### config.mk
export PLATFORM = sky130hd
export DESIGN_NAME = quorum_mutex_voter_core_flat
export DESIGN_NICKNAME = d
export VERILOG_FILES = /design/src/qmv_pkg.sv /design/src/qmv_msg_if.sv /design/src/qmv_queue_mem.sv /design/src/quorum_mutex_voter_core.sv /design/src/flat_wrapper.sv
export SDC_FILE = /design/constraint.sdc
export NUM_CORES = 2
export LEC_CHECK = 0
export BUFFER_PORTS_ARGS = -buffer_cell sky130_fd_sc_hd__buf_4
export CAP_MARGIN = 5
export CORE_MARGIN = 2
export CORE_UTILIZATION = 30
export DETAILED_ROUTE_END_ITERATION = 10
export SYNTH_ARGS = -nofsm -noshare
export SYNTH_HDL_FRONTEND = slang
export SYNTH_SLANG_ARGS = --single-unit
### constraint.sdc
create_clock -name clk_i -period 6.42 [get_ports clk_i]
set_input_delay 1.284 -clock clk_i [delete_from_list [all_inputs] [get_ports clk_i]]
set_output_delay 1.284 -clock clk_i [all_outputs]
set_load 0.05 [all_outputs]
### src/qmv_pkg.sv
// Package: message codes, reply codes, controller states and shared types.
package qmv_pkg;

  localparam int unsigned SenderW = 8;
  localparam int unsigned StampW  = 31;
  localparam int unsigned CmdW    = 3;
  localparam int unsigned KindW   = 3;
  localparam int unsigned EntryW  = SenderW + StampW;

  typedef enum logic [CmdW-1:0] {
    CMD_REQUEST    = 3'd0,
    CMD_LOCKED     = 3'd1,
    CMD_FAILED     = 3'd2,
    CMD_INQUIRE    = 3'd3,
    CMD_RELINQUISH = 3'd4,
    CMD_RELEASE    = 3'd5,
    CMD_EXIT       = 3'd6,
    CMD_IGNORE     = 3'd7
  } cmd_e;

  typedef enum logic [KindW-1:0] {
    KIND_LOCKED     = 3'd0,
    KIND_FAILED     = 3'd1,
    KIND_INQUIRE    = 3'd2,
    KIND_RELINQUISH = 3'd3,
    KIND_ACCESS     = 3'd4
  } kind_e;

  localparam int unsigned RegNodeId     = 0;
  localparam int unsigned RegQuorumSize = 1;
  localparam int unsigned RegClientId   = 2;
  localparam int unsigned CfgIdxW       = 2;
  localparam int unsigned CfgDataW      = 8;

  typedef enum logic [2:0] {
    ST_IDLE,
    ST_SCAN,
    ST_DECIDE,
    ST_PUSH,
    ST_CLEAR,
    ST_OUT
  } state_e;

  typedef struct packed {
    logic [SenderW-1:0] sender;
    logic [StampW-1:0]  stamp;
  } entry_t;

  // (stamp, sender) ordering, a strictly ahead of b
  function automatic logic earlier(entry_t a, entry_t b);
    earlier = (a.stamp < b.stamp) || ((a.stamp == b.stamp) && (a.sender < b.sender));
  endfunction

endpackage

### src/qmv_msg_if.sv
// Valid/ready channel interfaces for input messages and replies.
interface qmv_msg_if;
  logic                         valid;
  logic                         ready;
  logic [qmv_pkg::CmdW-1:0]     cmd;
  logic [qmv_pkg::SenderW-1:0]  sender_id;
  logic [qmv_pkg::StampW-1:0]   stamp;
  modport source (output valid, cmd, sender_id, stamp, input ready);
  modport sink   (input valid, cmd, sender_id, stamp, output ready);
endinterface

interface qmv_reply_if;
  logic                         valid;
  logic                         ready;
  logic [qmv_pkg::SenderW-1:0]  dest_id;
  logic [qmv_pkg::KindW-1:0]    reply_kind;
  logic [qmv_pkg::StampW-1:0]   reply_stamp;
  modport source (output valid, dest_id, reply_kind, reply_stamp, input ready);
  modport sink   (input valid, dest_id, reply_kind, reply_stamp, output ready);
endinterface

### src/qmv_queue_mem.sv
// Queue entry store: one write port, one registered read port, valid bits in flops.
module qmv_queue_mem #(
  parameter int unsigned Depth = 10,
  parameter int unsigned IdxW  = 4
) (
  input  logic                  clk_i,
  input  logic                  rst_ni,
  input  logic                  wr_en_i,
  input  logic [IdxW-1:0]       wr_idx_i,
  input  qmv_pkg::entry_t       wr_data_i,
  input  logic                  clr_en_i,
  input  logic [IdxW-1:0]       clr_idx_i,
  input  logic [IdxW-1:0]       rd_idx_i,
  output qmv_pkg::entry_t       rd_data_o,
  output logic [Depth-1:0]      valid_o
);

  qmv_pkg::entry_t mem_q [Depth];
  logic [Depth-1:0] valid_q;

  always_ff @(posedge clk_i) begin
    if (wr_en_i) begin
      mem_q[wr_idx_i] <= wr_data_i;
    end
    rd_data_o <= mem_q[rd_idx_i];
  end

  always_ff @(posedge clk_i or negedge rst_ni) begin
    if (!rst_ni) begin
      valid_q <= '0;
    end else begin
      if (clr_en_i) valid_q[clr_idx_i] <= 1'b0;
      if (wr_en_i)  valid_q[wr_idx_i]  <= 1'b1;
    end
  end

  assign valid_o = valid_q;

endmodule

### src/quorum_mutex_voter_core.sv
// Maekawa quorum voter: one message in, at most one reply out, queues in
// memories with one write port and one registered read port, scanned one
// entry per cycle. A message passes through an accept step, a queue scan
// (one read per cycle plus the read latency) and a decide step; a reply adds
// its output beat. Relinquish, and release with a waiter queued, add a second
// scan to free the chosen slot and an output state. A new message is taken
// only when the controller is idle and the reply register is empty, so a
// stalled reply holds off the input. No clearing pass follows reset. After an
// exit message, later messages are taken and dropped without a scan.
module quorum_mutex_voter_core #(
  parameter int unsigned QueueDepth = 10
) (
  input  logic                          clk_i,
  input  logic                          rst_ni,
  qmv_msg_if.sink                       msg,
  qmv_reply_if.source                   reply,
  input  logic                          cfg_we_i,
  input  logic [qmv_pkg::CfgIdxW-1:0]   cfg_idx_i,
  input  logic [qmv_pkg::CfgDataW-1:0]  cfg_data_i
);

  localparam int unsigned IdxW = (QueueDepth > 1) ? $clog2(QueueDepth) : 1;
  localparam int unsigned CntW = $clog2(QueueDepth + 1);

  typedef logic [qmv_pkg::SenderW-1:0] snd_t;
  typedef logic [qmv_pkg::StampW-1:0]  stm_t;

  // configuration
  snd_t       node_id_q, client_id_q;
  logic [3:0] quorum_q;

  always_ff @(posedge clk_i or negedge rst_ni) begin
    if (!rst_ni) begin
      node_id_q   <= '0;
      quorum_q    <= 4'd5;
      client_id_q <= '0;
    end else if (cfg_we_i) begin
      unique case (cfg_idx_i)
        qmv_pkg::CfgIdxW'(qmv_pkg::RegNodeId):     node_id_q   <= cfg_data_i;
        qmv_pkg::CfgIdxW'(qmv_pkg::RegQuorumSize): quorum_q    <= cfg_data_i[3:0];
        qmv_pkg::CfgIdxW'(qmv_pkg::RegClientId):   client_id_q <= cfg_data_i;
        default: ;
      endcase
    end
  end

  // scalar state
  qmv_pkg::state_e state_q, state_d;
  logic            locked_q, locked_d, inquiry_out_q, inquiry_out_d;
  logic            failed_q, failed_d, halted_q, halted_d;
  qmv_pkg::entry_t holder_q, holder_d;
  logic [4:0]      grant_q, grant_d;
  logic [CntW-1:0] held_q, held_d;

  // message latch
  qmv_pkg::cmd_e   cmd_q, cmd_d;
  qmv_pkg::entry_t in_q, in_d;

  // scan
  logic [IdxW:0]   cnt_q, cnt_d;     // read issue counter
  logic            rvld_q;           // read data valid for index ridx_q
  logic [IdxW-1:0] ridx_q;
  logic            best_v_q, best_v_d, prec_q, prec_d;
  qmv_pkg::entry_t best_q, best_d;
  logic [IdxW-1:0] bidx_q, bidx_d;   // slot to clear
  logic            fv_q, fv_d;       // free slot found
  logic [IdxW-1:0] free_q, free_d;

  // output register
  logic            ov_q, ov_d;
  snd_t            odst_q, odst_d;
  logic [qmv_pkg::KindW-1:0] okind_q, okind_d;
  stm_t            ostm_q, ostm_d;

  // memories
  logic            w_we, w_clr, i_we, i_clr;
  logic [IdxW-1:0] w_widx, w_cidx, i_cidx, rd_idx;
  qmv_pkg::entry_t w_wd, w_rd, i_rd;
  logic [QueueDepth-1:0] w_vld, i_vld;

  qmv_queue_mem #(.Depth(QueueDepth), .IdxW(IdxW)) u_wait (
    .clk_i, .rst_ni, .wr_en_i(w_we), .wr_idx_i(w_widx), .wr_data_i(w_wd),
    .clr_en_i(w_clr), .clr_idx_i(w_cidx), .rd_idx_i(rd_idx),
    .rd_data_o(w_rd), .valid_o(w_vld)
  );

  qmv_queue_mem #(.Depth(QueueDepth), .IdxW(IdxW)) u_inq (
    .clk_i, .rst_ni, .wr_en_i(i_we), .wr_idx_i(free_q), .wr_data_i(in_q),
    .clr_en_i(i_clr), .clr_idx_i(i_cidx), .rd_idx_i(rd_idx),
    .rd_data_o(i_rd), .valid_o(i_vld)
  );

  assign rd_idx     = cnt_q[IdxW-1:0];
  assign msg.ready  = (state_q == qmv_pkg::ST_IDLE) && !ov_q;
  assign reply.valid       = ov_q;
  assign reply.dest_id     = odst_q;
  assign reply.reply_kind  = okind_q;
  assign reply.reply_stamp = ostm_q;

  logic scan_done;
  logic cur_v, w_cur_v;
  assign scan_done = (cnt_q == (IdxW+1)'(QueueDepth)) && !rvld_q;
  assign w_cur_v   = w_vld[ridx_q];
  // failed and inquire work on the inquire queue
  assign cur_v     = ((cmd_q == qmv_pkg::CMD_FAILED) || (cmd_q == qmv_pkg::CMD_INQUIRE)) ?
                     i_vld[ridx_q] : w_cur_v;

  always_comb begin
    state_d = state_q; locked_d = locked_q; inquiry_out_d = inquiry_out_q;
    failed_d = failed_q; halted_d = halted_q; holder_d = holder_q;
    grant_d = grant_q; held_d = held_q; cmd_d = cmd_q; in_d = in_q;
    cnt_d = cnt_q; best_v_d = best_v_q; best_d = best_q; bidx_d = bidx_q;
    prec_d = prec_q; fv_d = fv_q; free_d = free_q;
    ov_d = ov_q; odst_d = odst_q; okind_d = okind_q; ostm_d = ostm_q;
    w_we = 1'b0; w_clr = 1'b0; i_we = 1'b0; i_clr = 1'b0;
    w_widx = free_q; w_wd = in_q; w_cidx = bidx_q; i_cidx = bidx_q;

    if (ov_q && reply.ready) ov_d = 1'b0;

    unique case (state_q)
      qmv_pkg::ST_IDLE: begin
        if (msg.valid && msg.ready) begin
          cmd_d = qmv_pkg::cmd_e'(msg.cmd);
          in_d  = '{sender: msg.sender_id, stamp: msg.stamp};
          cnt_d = '0; best_v_d = 1'b0; prec_d = 1'b0; fv_d = 1'b0;
          if (!halted_q) state_d = qmv_pkg::ST_SCAN;
        end
      end
      qmv_pkg::ST_SCAN: begin
        // one read per cycle; evaluate the entry read last cycle
        if (cnt_q != (IdxW+1)'(QueueDepth)) cnt_d = cnt_q + 1'b1;
        if (rvld_q) begin
          if (!cur_v && !fv_d) begin
            fv_d = 1'b1; free_d = ridx_q;
          end
          if (cmd_q == qmv_pkg::CMD_FAILED) begin
            if (cur_v && !best_v_d) begin
              best_v_d = 1'b1; best_d = i_rd; bidx_d = ridx_q;
            end
          end else if (w_cur_v) begin
            if (qmv_pkg::earlier(w_rd, in_q)) prec_d = 1'b1;
            if (!best_v_d || qmv_pkg::earlier(w_rd, best_d)) begin
              best_v_d = 1'b1; best_d = w_rd;
            end
          end
        end
        if (scan_done) state_d = qmv_pkg::ST_DECIDE;
      end
      qmv_pkg::ST_DECIDE: begin
        state_d = qmv_pkg::ST_IDLE;
        unique case (cmd_q)
          qmv_pkg::CMD_REQUEST: begin
            if (!locked_q) begin
              locked_d = 1'b1; holder_d = in_q;
              ov_d = 1'b1; odst_d = in_q.sender;
              okind_d = qmv_pkg::KIND_LOCKED; ostm_d = in_q.stamp;
            end else begin
              w_we = fv_q;
              if (qmv_pkg::earlier(holder_q, in_q) || prec_q) begin
                ov_d = 1'b1; odst_d = in_q.sender;
                okind_d = qmv_pkg::KIND_FAILED; ostm_d = in_q.stamp;
              end else if (!inquiry_out_q) begin
                inquiry_out_d = 1'b1;
                ov_d = 1'b1; odst_d = holder_q.sender;
                okind_d = qmv_pkg::KIND_INQUIRE; ostm_d = holder_q.stamp;
              end
            end
          end
          qmv_pkg::CMD_LOCKED: begin
            grant_d = grant_q + 5'd1;
            if ($signed(grant_d) >= $signed({2'b00, quorum_q})) begin
              grant_d = '0;
              ov_d = 1'b1; odst_d = client_id_q;
              okind_d = qmv_pkg::KIND_ACCESS; ostm_d = holder_q.stamp;
            end
          end
          qmv_pkg::CMD_FAILED: begin
            failed_d = 1'b1;
            if (held_q != '0 && best_v_q) begin
              held_d = held_q - 1'b1; i_clr = 1'b1;
              ov_d = 1'b1; odst_d = best_q.sender;
              okind_d = qmv_pkg::KIND_RELINQUISH; ostm_d = best_q.stamp;
            end
          end
          qmv_pkg::CMD_INQUIRE: begin
            if (failed_q) begin
              grant_d = grant_q - 5'd1;
              ov_d = 1'b1; odst_d = in_q.sender;
              okind_d = qmv_pkg::KIND_RELINQUISH; ostm_d = in_q.stamp;
            end else begin
              if (held_q != CntW'(QueueDepth)) held_d = held_q + 1'b1;
              i_we = fv_q;
            end
          end
          qmv_pkg::CMD_RELINQUISH: begin
            // holder joins the queue if a slot is free, then the minimum over both is granted
            if (!best_v_q || qmv_pkg::earlier(holder_q, best_q)) begin
              best_d = holder_q;
            end
            if (!fv_q) begin
              // holder dropped; grant the queued minimum
              best_d = best_q;
            end
            best_v_d = best_v_q || fv_q;
            if (fv_q) begin
              w_we = 1'b1; w_wd = holder_q;
            end
            if (best_v_d) begin
              cnt_d = '0; state_d = qmv_pkg::ST_CLEAR;
            end
          end
          qmv_pkg::CMD_RELEASE: begin
            inquiry_out_d = 1'b0;
            if (in_q.sender == node_id_q) held_d = '0;
            if (best_v_q) begin
              cnt_d = '0; state_d = qmv_pkg::ST_CLEAR;
            end else begin
              locked_d = 1'b0;
            end
          end
          qmv_pkg::CMD_EXIT:   halted_d = 1'b1;
          qmv_pkg::CMD_IGNORE: ;
          default: ;
        endcase
      end
      qmv_pkg::ST_CLEAR: begin
        // find first valid slot whose sender matches the chosen minimum
        if (cnt_q != (IdxW+1)'(QueueDepth)) cnt_d = cnt_q + 1'b1;
        if (rvld_q && w_cur_v && (w_rd.sender == best_q.sender) && !prec_q) begin
          prec_d = 1'b1; w_clr = 1'b1; w_cidx = ridx_q;
        end
        if (scan_done) begin
          holder_d = best_q;
          state_d  = qmv_pkg::ST_OUT;
        end
      end
      qmv_pkg::ST_OUT: begin
        ov_d = 1'b1; odst_d = best_q.sender;
        okind_d = qmv_pkg::KIND_LOCKED; ostm_d = best_q.stamp;
        state_d = qmv_pkg::ST_IDLE;
      end
      default: state_d = qmv_pkg::ST_IDLE;
    endcase
    if (state_q == qmv_pkg::ST_DECIDE && state_d == qmv_pkg::ST_CLEAR) prec_d = 1'b0;
  end

  always_ff @(posedge clk_i or negedge rst_ni) begin
    if (!rst_ni) begin
      state_q <= qmv_pkg::ST_IDLE;
      locked_q <= 1'b0; inquiry_out_q <= 1'b0; failed_q <= 1'b0; halted_q <= 1'b0;
      holder_q <= '0; grant_q <= '0; held_q <= '0;
      cnt_q <= '0; rvld_q <= 1'b0; ov_q <= 1'b0;
    end else begin
      state_q <= state_d;
      locked_q <= locked_d; inquiry_out_q <= inquiry_out_d;
      failed_q <= failed_d; halted_q <= halted_d;
      holder_q <= holder_d; grant_q <= grant_d; held_q <= held_d;
      cnt_q <= cnt_d; ov_q <= ov_d;
      rvld_q <= ((state_q == qmv_pkg::ST_SCAN) || (state_q == qmv_pkg::ST_CLEAR))
                && (cnt_q != (IdxW+1)'(QueueDepth));
    end
  end

  always_ff @(posedge clk_i) begin
    cmd_q <= cmd_d; in_q <= in_d; ridx_q <= rd_idx;
    best_v_q <= best_v_d; best_q <= best_d; bidx_q <= bidx_d; prec_q <= prec_d;
    fv_q <= fv_d; free_q <= free_d;
    odst_q <= odst_d; okind_q <= okind_d; ostm_q <= ostm_d;
  end

`ifndef SYNTH
  a_no_accept_busy: assert property (@(posedge clk_i) disable iff (!rst_ni)
    (state_q != qmv_pkg::ST_IDLE) |-> !msg.ready)
    else $error("message taken while busy");
  a_halt_sticky: assert property (@(posedge clk_i) disable iff (!rst_ni)
    halted_q |=> halted_q)
    else $error("halt flag cleared");
  a_failed_sticky: assert property (@(posedge clk_i) disable iff (!rst_ni)
    failed_q |=> failed_q)
    else $error("failed flag cleared");
  a_held_bound: assert property (@(posedge clk_i) disable iff (!rst_ni)
    held_q <= CntW'(QueueDepth))
    else $error("inquiry count out of range");
`endif

endmodule
### src/flat_wrapper.sv
// flat-port wrapper written by rule: the top's interface ports become plain ports
module quorum_mutex_voter_core_flat 
#(
  parameter int unsigned QueueDepth = 10
)
  (clk_i, rst_ni, cfg_we_i, cfg_idx_i, cfg_data_i, msg_valid, msg_cmd, msg_sender_id, msg_stamp, msg_ready, reply_valid, reply_dest_id, reply_reply_kind, reply_reply_stamp, reply_ready);
  qmv_msg_if msg_i ();
  qmv_reply_if reply_i ();
  input  logic clk_i;
  input  logic rst_ni;
  input  logic cfg_we_i;
  input  logic [qmv_pkg::CfgIdxW-1:0] cfg_idx_i;
  input  logic [qmv_pkg::CfgDataW-1:0] cfg_data_i;
  input wire logic [$bits(msg_i.valid)-1:0] msg_valid;
  input wire logic [$bits(msg_i.cmd)-1:0] msg_cmd;
  input wire logic [$bits(msg_i.sender_id)-1:0] msg_sender_id;
  input wire logic [$bits(msg_i.stamp)-1:0] msg_stamp;
  output wire logic [$bits(msg_i.ready)-1:0] msg_ready;
  output wire logic [$bits(reply_i.valid)-1:0] reply_valid;
  output wire logic [$bits(reply_i.dest_id)-1:0] reply_dest_id;
  output wire logic [$bits(reply_i.reply_kind)-1:0] reply_reply_kind;
  output wire logic [$bits(reply_i.reply_stamp)-1:0] reply_reply_stamp;
  input wire logic [$bits(reply_i.ready)-1:0] reply_ready;
  assign msg_i.valid = msg_valid;
  assign msg_i.cmd = msg_cmd;
  assign msg_i.sender_id = msg_sender_id;
  assign msg_i.stamp = msg_stamp;
  assign msg_ready = msg_i.ready;
  assign reply_valid = reply_i.valid;
  assign reply_dest_id = reply_i.dest_id;
  assign reply_reply_kind = reply_i.reply_kind;
  assign reply_reply_stamp = reply_i.reply_stamp;
  assign reply_i.ready = reply_ready;
  quorum_mutex_voter_core #(.QueueDepth(QueueDepth)) u_core (.clk_i(clk_i), .rst_ni(rst_ni), .msg(msg_i), .reply(reply_i), .cfg_we_i(cfg_we_i), .cfg_idx_i(cfg_idx_i), .cfg_data_i(cfg_data_i));
endmodule
==> impl_metrics.py <==
metrics = {
    "run_status": {
        "status": "finished clean",
    },
    "logic_synthesis": {
        "synthArstFlopShare_pct": 9.29,
        "synth_fp_nets": 3362,
        "ys_seq_area_share_pct": 66.6,
        "synth_edf_count": 913,
        "ys.flop_type": "edfxtp_1",
        "synth_top_area_share_pct": 57.7,
        "netlist_area_sq_mm": 0.0475,
        "synth.avg_cell_area_sq_um": 15.1,
        "synthTopCellsByArea": "edfxtp_1 58%, mux4_2 7.6%, dfrtp_1 5.3%, ha_1 4.3%, dfxtp_1 3.5%",
        "synth_cell_types": 83,
        "ys_ff_latch": 1098,
        "yosysWarnings": 0,
        "synth.most_common_cell": "edfxtp_1",
        "yosys.area.top_type": "edfxtp_1",
        "synthTopCellsByCount": "913 x edfxtp_1, 326 x a21oi_1, 213 x nor2_1, 163 x ha_1, 161 x mux2i_1",
        "syn_inst": 3141,
    },
    "floorplan": {
        "die_x_um": 402,
        "dieArea_sq_mm": 0.162,
        "coreArea_sq_mm": 0.158,
        "start_util_pct": 30.1,
        "ios": 101,
        "num_rows": 146,
        "die_y_um": 402,
    },
    "timing": {
        "fin_tns_setup_ps": 0,
        "hold_viol_final": 0,
        "period_minus_slack_ps": 4850,
        "finalSetupViolations": 0,
        "rsz0062_at_grt": "no",
        "finClkSkew_ps": 49.2,
        "drv_slew": 0,
        "slew_headroom_pct": 28.6,
        "worstMarginPinSlew_ps": 1070,
        "layout_worst_path_cycle_share_pct": 75.5,
        "max_freq_mhz": 206,
    },
    "cells_and_area": {
        "drive_above_1_share_pct": 18.2,
        "syn2layout_area_growth_pct": 14.9,
        "post-route-util_pct": 34.6,
        "n_fill_cell": 15121,
        "seqCellArea_sq_mm": 0.0316,
        "multiInputGateArea_sq_mm": 0.0150,
        "finalNetCount": 3460,
    },
    "global_route": {
        "grt-ovfl-total": 0,
        "grt_pass1_wl_um": 193000,
        "antenna_found_initial": 2,
        "grt_max_degree": 162,
        "grt.total_usage_pct": 16.2,
        "grt_pass1_vias": 27917,
    },
    "power_and_ir_drop": {
        "cellInternalPower_mw": 14.7,
        "p_clk_share_pct": 31.1,
        "combinationalPowerShare_pct": 25.1,
        "p_leak_nw": 19.5,
        "vdd_ir_drop_max_mv": 0.345,
        "power_density_mw_per_mm2": 390,
        "swShare_pct": 31.0,
        "power_frac_seq_pct": 43.8,
        "p_switching_mw": 6.60,
    },
    "clock_network": {
        "postCtsSetupRepairBufs": 0,
        "htree_levels": 3,
        "cts_tree": "done",
        "cts_made_buffers": 108,
        "path_clk_slew_ps": 60,
        "cts_sinks": 1098,
        "clockBufferDepth": 3,
        "ctsHoldBuffers": 0,
        "cts-root-buf": "clkbuf_16",
        "ctsResizeCount": 0,
        "clkLatencyLatePin_ps": 740,
    },
    "worst_setup_path": {
        "critical_path.max_fanout": 38,
        "start_kind": "flop",
        "cpPeakStageDelay_ps": 710,
        "path_cells": "inv_1, ha_1, a21oi_1, o21ai_0, a221oi_1, a21boi_0, o2111ai_4, nor2_1, o31ai_4, buf_4",
        "r2r_cells": 10,
        "required_ps": 6750,
        "cp_data_arrival_time_ps": 5170,
        "cp-end-kind": "flop",
        "cp_slowest_cell": "a221oi_1",
        "crit_type": "flop to flop",
    },
    "placed_design": {
        "portBuffers": 100,
        "dpl.hpwl_um": 78600,
        "gp_congestion": 0.863,
    },
    "route": {
        "ant_nets": 0,
        "wire_per_inst_um": 24.6,
        "num_vias": 28219,
        "first_pass_iters": 8,
        "route.detailed.drc": 0,
        "wirelength_um": 133000,
        "viasPerCell": 5.22,
        "drt-initial-drc-count": 3305,
    },
    "flow_run": {
        "maxCapViolCount": 0,
    },
    "worst_hold_path": {
        "worstHoldPathCells": 1,
        "hp-class": "flop to flop",
    },
}
metal layers:
metal | vias up | GRT usage, % | share of wire, %
met4 | 0 | 5.49 | 2.8
met2 | 1084 | 26.1 | 47
li1 | 12394 | - | -
met3 | 199 | 2.46 | 6.9
met5 | - | 0 | 0
met1 | 14542 | 22.4 | 44
power by group through the flow:
stage / combinational [mW] / clock [mW] / sequential, mW
after detailed placement: 5.34 / 0 / 9.46
after floorplan: 4.02 / 0 / 8.99
after global routing: 5.86 / 7.02 / 9.40
final: 5.34 / 6.63 / 9.33
after CTS: 5.37 / 6.76 / 9.31
after global placement: 5.31 / 0 / 9.44
kinds of logic after synthesis:
family / after synthesis / share of synthesized area, %
flip-flops: 1098 / 66.6
multiplexers: 381 / 12.4
AND/OR/NAND/NOR: 557 / 5.74
buffers and inverters: 264 / 2.33
AO/OA/AOI/OAI: 664 / 8.34
adder cells (fa/ha/maj): 164 / 4.34
XOR/XNOR: 13 / 0.240
per-stage QoR:
| step | cells | hold WS (ps) | instance area [sq um] | power [mW] | setup WS [ps] |
|---|---|---|---|---|---|
| 6_report | 5410 | 477 | 54600 | 21.3 | 1570 |
| 5_1_grt | 5408 | 491 | 54600 | 22.3 | 1490 |
| 4_1_cts | 5407 | 477 | 54600 | 21.4 | 1550 |
| 3_5_place_dp | 5201 | 460 | 50800 | 14.8 | 1600 |
| 3_3_place_gp | 5201 | 453 | 50800 | 14.8 | 1660 |
| 2_1_floorplan | 3141 | 345 | 47500 | 13.0 | 279 |
critical path: cells and delay by family, from the launching register on:
kind | cells | cell delay (ps)
AOI/OAI and AO/OA | 6 | 2380
adders and majority gates | 1 | 360
buffers and inverters | 2 | 850
DFF | 1 | 610
and+or+nand+nor | 1 | 200
flip-flops by register name, indices dropped and copies added (netlist names), 10 cells and up:
| register | cells |
|---|---|
| u_core.in_q | 39 |
| u_core.reply.reply_stamp | 31 |
| u_core.u_inq.valid_o | 10 |
| u_core.holder_q | 39 |
| u_core.u_inq.mem_q | 390 |
| u_core.u_wait.valid_o | 10 |
| u_core.u_inq.rd_data_o | 39 |
| u_core.u_wait.mem_q | 390 |
| u_core.best_q | 39 |
| u_core.u_wait.rd_data_o | 39 |
placed cells by master (no fill, tap or decap), drive strengths merged, types with 15 or more instances in the layout:
cell and n:
nand4 27, dfxtp 83, o21ai 69, nand3 22
a31oi 42, a211oi 90, mux4 160, nor3 15
clkinv 38, a21oi 327, nor2 213, nand2b 21
buf 157, dfrtp 100, o22ai 39, a21o 44
mux2 60, ha 163, nor2b 87, mux2i 161
nand2 112, clkbuf 149, edfxtp 913, inv 97
worst paths after layout:
| check | start | end | slack, ps |
|---|---|---|---|
| min in group asynchronous | rst_ni | u_core.node_id_q[0] | 610 |
| worst min-delay path | u_core.halted_q | u_core.halted_q | 480 |
| worst max-delay path | u_core.in_q[10] | u_core.reply.reply_stamp[16] | 1570 |
| worst min register to register | u_core.halted_q | u_core.halted_q | 480 |
| worst max register to register | u_core.in_q[10] | u_core.reply.reply_stamp[16] | 1570 |
| max in group asynchronous | rst_ni | u_core.holder_q[1] | 4330 |
area by class of cell:
class                   instances  area share (%)
flip-flops and latches       1098            58.0
well taps                    2072            4.75
clock buffers                 149            5.67
inverters                      95           0.653
diodes                          3          0.0138
multi-input cells            1779            27.4
repair buffers                157            2.27
clock inverters                57            1.24
(Power assumes the default switching activity.)
